[config.mk]
export PLATFORM = sky130hd
export DESIGN_NAME = http_chunked_decoder_unit
export DESIGN_NICKNAME = d
export VERILOG_FILES = /design/src/rtl/hcd_pkg.sv /design/src/rtl/hcd_core.sv /design/src/rtl/http_chunked_decoder_unit.sv
export SDC_FILE = /design/constraint.sdc
export NUM_CORES = 1
export LEC_CHECK = 0
export BUFFER_PORTS_ARGS = -buffer_cell sky130_fd_sc_hd__buf_2
export CORE_MARGIN = 4
export CORE_UTILIZATION = 55
export CTS_BUF_LIST = sky130_fd_sc_hd__clkbuf_8
export DETAILED_ROUTE_END_ITERATION = 10
export GPL_TIMING_DRIVEN = 0
export PLACE_DENSITY = 0.82
export SLEW_MARGIN = 20
export SYNTH_ARGS = -nofsm -noshare
export SYNTH_HDL_FRONTEND = slang
export SYNTH_SLANG_ARGS = --single-unit
[constraint.sdc]
create_clock -name clk_i -period 7.5 [get_ports clk_i]
set_clock_uncertainty 0.1 [all_clocks]
set_input_delay 0.75 -clock clk_i [delete_from_list [all_inputs] [get_ports clk_i]]
set_output_delay 0.75 -clock clk_i [all_outputs]
set_load 0.01 [all_outputs]
[src/rtl/hcd_pkg.sv]
// Shared types, constants and helpers of the chunked body decoder
`timescale 1ns / 1ps
`default_nettype none

package hcd_pkg;

  // chunk size limit register
  localparam int unsigned LIMIT_W     = 30;
  localparam logic [LIMIT_W-1:0] LIMIT_RESET = LIMIT_W'(512 * 1024 * 1024);

  // default width of the size accumulator
  localparam int unsigned SIZE_WIDTH_DEF = 34;

  // stream characters
  localparam logic [7:0] CHAR_SEMI = 8'h3b;
  localparam logic [7:0] CHAR_CR   = 8'h0d;
  localparam logic [7:0] CHAR_LF   = 8'h0a;

  // item commands
  localparam logic CMD_FEED    = 1'b0;
  localparam logic CMD_RESTART = 1'b1;

  // result status codes
  typedef enum logic [1:0] {
    STAT_BUSY  = 2'd0,
    STAT_DONE  = 2'd1,
    STAT_ERROR = 2'd2
  } status_e;

  // decoder phases
  typedef enum logic [2:0] {
    PH_SIZE    = 3'd0,
    PH_EXT     = 3'd1,
    PH_DATA    = 3'd2,
    PH_CRLF    = 3'd3,
    PH_TRAILER = 3'd4,
    PH_DONE    = 3'd5,
    PH_ERROR   = 3'd6
  } phase_e;

  // one decoded result
  typedef struct packed {
    logic [7:0] out_byte;
    logic       is_payload;
    status_e    status;
  } result_t;

  // hex digit decode: {valid, value}
  function automatic logic [4:0] hex_digit(input logic [7:0] c);
    logic [4:0] r;
    r = 5'd0;
    case (c) inside
      [8'h30:8'h39]: r = {1'b1, c[3:0]};
      [8'h41:8'h46],
      [8'h61:8'h66]: r = {1'b1, c[3:0] + 4'd9};
      default:       r = 5'd0;
    endcase
    return r;
  endfunction

endpackage

`default_nettype wire

[src/rtl/hcd_core.sv]
// Decoder state and per-byte step logic of the chunked body decoder
`timescale 1ns / 1ps
`default_nettype none

module hcd_core #(
  parameter int unsigned SIZE_WIDTH = hcd_pkg::SIZE_WIDTH_DEF
) (
  input  wire logic                          clk_i,
  input  wire logic                          rst_ni,
  input  wire logic                          step_i,
  input  wire logic                          cmd_i,
  input  wire logic [7:0]                    byte_i,
  input  wire logic [hcd_pkg::LIMIT_W-1:0]   limit_i,
  output hcd_pkg::result_t                   result_o
);
  import hcd_pkg::*;

  // compare width covers both the shifted size and the limit
  localparam int unsigned CW = (SIZE_WIDTH + 4 > LIMIT_W) ? SIZE_WIDTH + 4 : LIMIT_W;

  phase_e                phase_q, phase_d;
  logic [SIZE_WIDTH-1:0] size_q, size_d;
  logic                  empty_q, empty_d;

  logic [4:0]            hex;
  logic [CW-1:0]         size_next;
  logic                  size_over;
  logic [SIZE_WIDTH-1:0] size_dec;

  // size accumulation and limit check
  always_comb begin
    hex       = hex_digit(byte_i);
    size_next = (CW'(size_q) << 4) | CW'(hex[3:0]);
    size_over = (size_next > CW'(limit_i)) || (size_q[SIZE_WIDTH-1 -: 4] != 4'd0);
    size_dec  = (size_q != '0) ? size_q - SIZE_WIDTH'(1) : size_q;
  end

  // next state
  always_comb begin
    phase_d = phase_q;
    size_d  = size_q;
    empty_d = empty_q;
    if (cmd_i == CMD_RESTART) begin
      phase_d = PH_SIZE;
      size_d  = '0;
      empty_d = 1'b1;
    end else begin
      unique case (phase_q)
        PH_SIZE: begin
          if (hex[4]) begin
            if (size_over) phase_d = PH_ERROR;
            else           size_d  = size_next[SIZE_WIDTH-1:0];
          end else if (byte_i == CHAR_SEMI) begin
            phase_d = PH_EXT;
          end else if (byte_i == CHAR_LF) begin
            phase_d = (size_q == '0) ? PH_TRAILER : PH_DATA;
            empty_d = 1'b1;
          end else if (byte_i != CHAR_CR) begin
            phase_d = PH_ERROR;
          end
        end
        PH_EXT: begin
          if (byte_i == CHAR_LF) begin
            phase_d = (size_q == '0) ? PH_TRAILER : PH_DATA;
            empty_d = 1'b1;
          end
        end
        PH_DATA: begin
          size_d = size_dec;
          if (size_dec == '0) phase_d = PH_CRLF;
        end
        PH_CRLF: begin
          if (byte_i == CHAR_LF) begin
            phase_d = PH_SIZE;
            size_d  = '0;
          end else if (byte_i != CHAR_CR) begin
            phase_d = PH_ERROR;
          end
        end
        PH_TRAILER: begin
          if (byte_i == CHAR_LF) begin
            if (empty_q) phase_d = PH_DONE;
            else         empty_d = 1'b1;
          end else if (byte_i != CHAR_CR) begin
            empty_d = 1'b0;
          end
        end
        PH_DONE:  phase_d = PH_DONE;
        PH_ERROR: phase_d = PH_ERROR;
        default:  phase_d = PH_ERROR;
      endcase
    end
  end

  // result of this byte
  always_comb begin
    result_o = '0;
    if (cmd_i == CMD_FEED && phase_q == PH_DATA) begin
      result_o.is_payload = 1'b1;
      result_o.out_byte   = byte_i;
    end
    unique case (phase_d)
      PH_DONE:  result_o.status = STAT_DONE;
      PH_SIZE, PH_EXT, PH_DATA, PH_CRLF, PH_TRAILER: result_o.status = STAT_BUSY;
      default:  result_o.status = STAT_ERROR;
    endcase
  end

  // state registers
  always_ff @(posedge clk_i or negedge rst_ni) begin
    if (!rst_ni) begin
      phase_q <= PH_SIZE;
      size_q  <= '0;
      empty_q <= 1'b1;
    end else if (step_i) begin
      phase_q <= phase_d;
      size_q  <= size_d;
      empty_q <= empty_d;
    end
  end

endmodule

`default_nettype wire

[src/rtl/http_chunked_decoder_unit.sv]
// Top level of the HTTP/1.1 chunked body decoder with stream ports
// Path: an input transfer passes the input register and then the result register before its result transfer.
// Throughput: one byte per cycle while the result stream is not stalled; the size line,
// payload count and trailer state update in a single step between input and result register.
// Reset: asynchronous active low; clears pipeline valids, decoder phase and size,
// and loads the chunk size limit with 512 MiB. No clearing pass is needed.
`timescale 1ns / 1ps
`default_nettype none

module http_chunked_decoder_unit #(
  parameter int unsigned SIZE_WIDTH = hcd_pkg::SIZE_WIDTH_DEF
) (
  input  wire logic                         clk_i,
  input  wire logic                         rst_ni,
  // limit register write channel
  input  wire logic                         cfg_valid_i,
  output logic                              cfg_ready_o,
  input  wire logic [hcd_pkg::LIMIT_W-1:0]  cfg_data_i,    // max_chunk_size
  // input stream
  input  wire logic                         s_axis_tvalid,
  output logic                              s_axis_tready,
  input  wire logic [7:0]                   s_axis_tdata,  // [7:0] data_byte
  input  wire logic                         s_axis_tuser,  // [0] command
  // result stream
  output logic                              m_axis_tvalid,
  input  wire logic                         m_axis_tready,
  output logic [15:0]                       m_axis_tdata,  // [7:0] out_byte, [9:8] status
  output logic                              m_axis_tuser   // [0] is_payload
);
  import hcd_pkg::*;

  logic [LIMIT_W-1:0] limit_q;
  logic               in_valid_q;
  logic [7:0]         in_byte_q;
  logic               in_cmd_q;
  logic               out_valid_q;
  result_t            out_q;
  result_t            result;
  logic               advance;

  // limit register, always writable
  assign cfg_ready_o = 1'b1;
  always_ff @(posedge clk_i or negedge rst_ni) begin
    if (!rst_ni) begin
      limit_q <= LIMIT_RESET;
    end else if (cfg_valid_i) begin
      limit_q <= cfg_data_i;
    end
  end

  // a held byte steps the decoder when the result slot is free or draining
  assign advance       = in_valid_q && (!out_valid_q || m_axis_tready);
  assign s_axis_tready = !in_valid_q || advance;

  // input register
  always_ff @(posedge clk_i or negedge rst_ni) begin
    if (!rst_ni) begin
      in_valid_q <= 1'b0;
    end else if (s_axis_tready) begin
      in_valid_q <= s_axis_tvalid;
    end
  end

  always_ff @(posedge clk_i) begin
    if (s_axis_tready && s_axis_tvalid) begin
      in_byte_q <= s_axis_tdata;
      in_cmd_q  <= s_axis_tuser;
    end
  end

  // decoder step
  hcd_core #(
    .SIZE_WIDTH (SIZE_WIDTH)
  ) u_core (
    .clk_i    (clk_i),
    .rst_ni   (rst_ni),
    .step_i   (advance),
    .cmd_i    (in_cmd_q),
    .byte_i   (in_byte_q),
    .limit_i  (limit_q),
    .result_o (result)
  );

  // result register
  always_ff @(posedge clk_i or negedge rst_ni) begin
    if (!rst_ni) begin
      out_valid_q <= 1'b0;
    end else if (advance) begin
      out_valid_q <= 1'b1;
    end else if (m_axis_tready) begin
      out_valid_q <= 1'b0;
    end
  end

  always_ff @(posedge clk_i) begin
    if (advance) begin
      out_q <= result;
    end
  end

  // result port packing
  assign m_axis_tvalid = out_valid_q;
  assign m_axis_tdata  = {6'd0, out_q.status, out_q.out_byte};
  assign m_axis_tuser  = out_q.is_payload;

endmodule

`default_nettype wire

==> metrics.yaml <==
die:
  die_x_um: 111
  die_area_sq_mm: 0.0124
  core_area_sq_mm: 0.0104
  io-pin-count: 64
  start_util_pct: 56.6
  die_h_um: 111
  rows: 37
logic_synthesis:
  synth_enable_flop_cells: 20
  ys_warn_count: 0
  synth_top_cells_by_count: "o21ai_0 (101), nand2_1 (77), dfrtp_1 (68), nor2_1 (67), a21oi_1 (52)"
  yosys.area.top_type: "dfrtp_1"
  synthTopCellsByArea: "dfrtp_1 (29%), edfxtp_1 (10%), o21ai_0 (8.6%), ha_1 (7.5%), nand2_1 (4.9%)"
  synth.most_common_cell: "o21ai_0"
  yosysSeqAreaShare_pct: 40.1
  ys.flop_type: "dfrtp_1"
  synthArstFlopShare_pct: 77.8
  syn_inst: 705
  synth_area_per_cell_sq_um: 8.33
  synth_cell_types: 64
  synth-seq-cells: 90
  mappedNetlistArea_sq_mm: 0.00587
  synth_top_area_share_pct: 29.0
power:
  pwr-share-comb_pct: 59.9
  ir_drop_uv: 194
  p_int_uw: 1300
  p_per_area_mw_per_mm2: 419
  p_leak_uw: 0.00291
  p_clk_share_pct: 12.7
  sw_frac_of_total_pct: 52.6
  seq_power_share_pct: 27.4
  p_sw_uw: 1450
  power.total_uw: 2750
grt:
  track_usage_pct: 29.6
  grt_pass1_wl_um: 29200
  gr-total-overflow: 0
  grt_pass1_vias: 5694
  antenna_found_initial: 0
  grt_start_max_net_pins: 41
critical_path:
  cp-end-kind: "flop"
  cp.required_ns: 7.65
  critPathSlowestCell: "a311oi_1"
  arrival_ns: 4.94
  path_max_fanout: 10
  crit_chain: "inv_1 > ha_1 > a21oi_1 > a311oi_1 > nor2_1 > nor2_1 > ha_1 > a21oi_1 > nor2b_1 > o21ai_0 > o211ai_1 > a211oi_2 > nor4_1 > o41a_1 > buf_6 > clkbuf_1 > nand2_1 > o31ai_1"
  criticalPathCategory: "reg -> reg"
  crit_path_start_kind: "flop"
  max_stage_delay_ns: 0.66
clock_network:
  hold_buffers: 0
  clock_latency_ns: 0.38
  h-tree-depth: 3
  cts-root-buf: "clkbuf_8"
  cts_made_buffers: 9
  post-cts-setup-buffers: 0
  cts_resized: 0
  cts_tree: "built"
  clk_pin_slew_worst_paths_ns: 0.09
  cts_sinks: 90
  clock_path_buffers: 2
detailed_routing:
  antenna_violating_nets_post_route: 0
  via_per_inst: 6.16
  remaining_drc_errors: 0
  drt_first_pass_iters: 6
  vias: 5654
  first_iter_violations: 425
  wl_per_cell_um: 19.6
  wirelength_um: 18000
sta:
  drv_slew: 0
  final.min_clock_period_ns: 4.78
  slew_headroom_pct: 31.2
  setup_viol: 0
  setup-tns-final_ns: 0
  fmax_ghz: 0.209
  finalCritPeriodShare_pct: 63.8
  worst_pin_slew_ns: 1.02
  hold_viol: 0
  rsz0062_at_grt: "false"
layout:
  nFillCells: 936
  diodes: 0
  fin_nets: 856
  area_delta_synth_final_pct: 11.7
  drive_above_1_share_pct: 12.3
run:
  max-cap-violations: 0
worst_hold_path:
  min_path_type: "in -> async"
placed_design:
  place.gp.congestion: 0.965
  dp_hpwl_um: 13500
  io_buffers: 55
status:
  run_status: "finished, final reports clean"
## registers in the layout, indices dropped and copies added (netlist names)
register,cells
m_axis_tvalid,1
in_cmd_q,1
in_byte_q,8
u_core.phase_q,3
in_valid_q,1
limit_q,30
u_core.size_q,34
u_core.empty_q,1
m_axis_tdata,10
m_axis_tuser,1
## cells in the final DEF, fill, tap and decap left out, types with 6 or more instances in the layout
cell / count
clkbuf_1: 30
buf_4: 9
clkbuf_8: 9
conb_1: 7
a32oi_1: 8
or3_1: 8
or4_1: 6
nand3_1: 10
and2_1: 8
buf_2: 56
a21oi_1: 52
ha_1: 35
nor2_1: 67
nand4_1: 9
edfxtp_1: 20
nor2b_1: 6
o31ai_1: 6
nand2b_1: 10
nand2_1: 77
nand3b_1: 6
nor3_1: 19
nor4_1: 17
dfrtp_1: 68
o21ai_0: 101
inv_1: 44
## critical path, delay by kind of cell, from the launching register on
kind                       cells  cell delay (ns)
AOI/OAI and AO/OA              8             2.10
adders and majority gates      2             0.50
buffers and inverters          3             0.69
DFF                            1             0.49
and+or+nand+nor                5             0.78
## per-layer routing
layer | up-vias | global-route usage [%] | wire (um)
met1 | 2700 | 39.1 | 7650
met3 | 39 | 4.84 | 1290
met2 | 241 | 48.8 | 8570
met4 | 0 | 11.6 | 478
li1 | 2674 | - | -
met5 | - | 0 | 0
## worst paths after layout
path / startpoint / endpoint / slack (ns) / cells after the start
worst min-delay path: rst_ni / u_core.size_q[17] / 0.20 / 1
worst max register to register: in_byte_q[0] / u_core.size_q[2] / 2.72 / 18
worst min register to register: in_valid_q / m_axis_tvalid / 0.42 / 1
max in group asynchronous: rst_ni / u_core.size_q[4] / 6.54 / 2
min in group clk_i: in_valid_q / m_axis_tvalid / 0.42 / 1
worst max-delay path: in_byte_q[0] / u_core.size_q[2] / 2.72 / 18
## power by group through the flow
stage / sequential [uW] / clock (uW) / combinational (uW)
after detailed placement: 759 / 0 / 1610
after global placement: 757 / 0 / 1590
final: 755 / 349 / 1650
after global routing: 769 / 379 / 1820
after CTS: 748 / 352 / 1620
after floorplan: 702 / 0 / 1150
## layout make-up
cell class / instances / area (sq um) / share of cell area (%)
plain buffers: 46 / 220 / 3.36
clock buffers: 9 / 124 / 1.89
multi-input cells: 529 / 3150 / 48.0
well taps: 136 / 170 / 2.59
repair buffers: 56 / 298 / 4.54
flip-flops and latches: 90 / 2350 / 35.9
inverters: 45 / 169 / 2.57
clock inverters: 7 / 76.3 / 1.16
## kinds of logic (layout without fill, tap and decap cells)
group	Yosys count	in the layout	synth area share, %
simple gates	258	258	21.6
compound gates	222	222	22.9
xor+xnor	3	3	0.447
other cells	2	7	0.128
flops	90	90	40.1
buf+inv	91	163	6.62
mux	4	4	0.703
fa+ha+maj	35	35	7.45
## metrics by stage
step	std cells	area, sq um	setup slack [ns]	utilization (%)	hold WS, ns
floorplan	710	5890	3.85	-	0.354
global placement	901	6340	3.04	61.1	0.374
detailed placement	902	6360	2.84	61.3	0.388
CTS	918	6560	2.80	63.3	0.218
global route	918	6560	2.41	63.3	0.222
finish	918	6560	2.72	63.3	0.198
No activity file was read; power rests on OpenSTA's default activity.
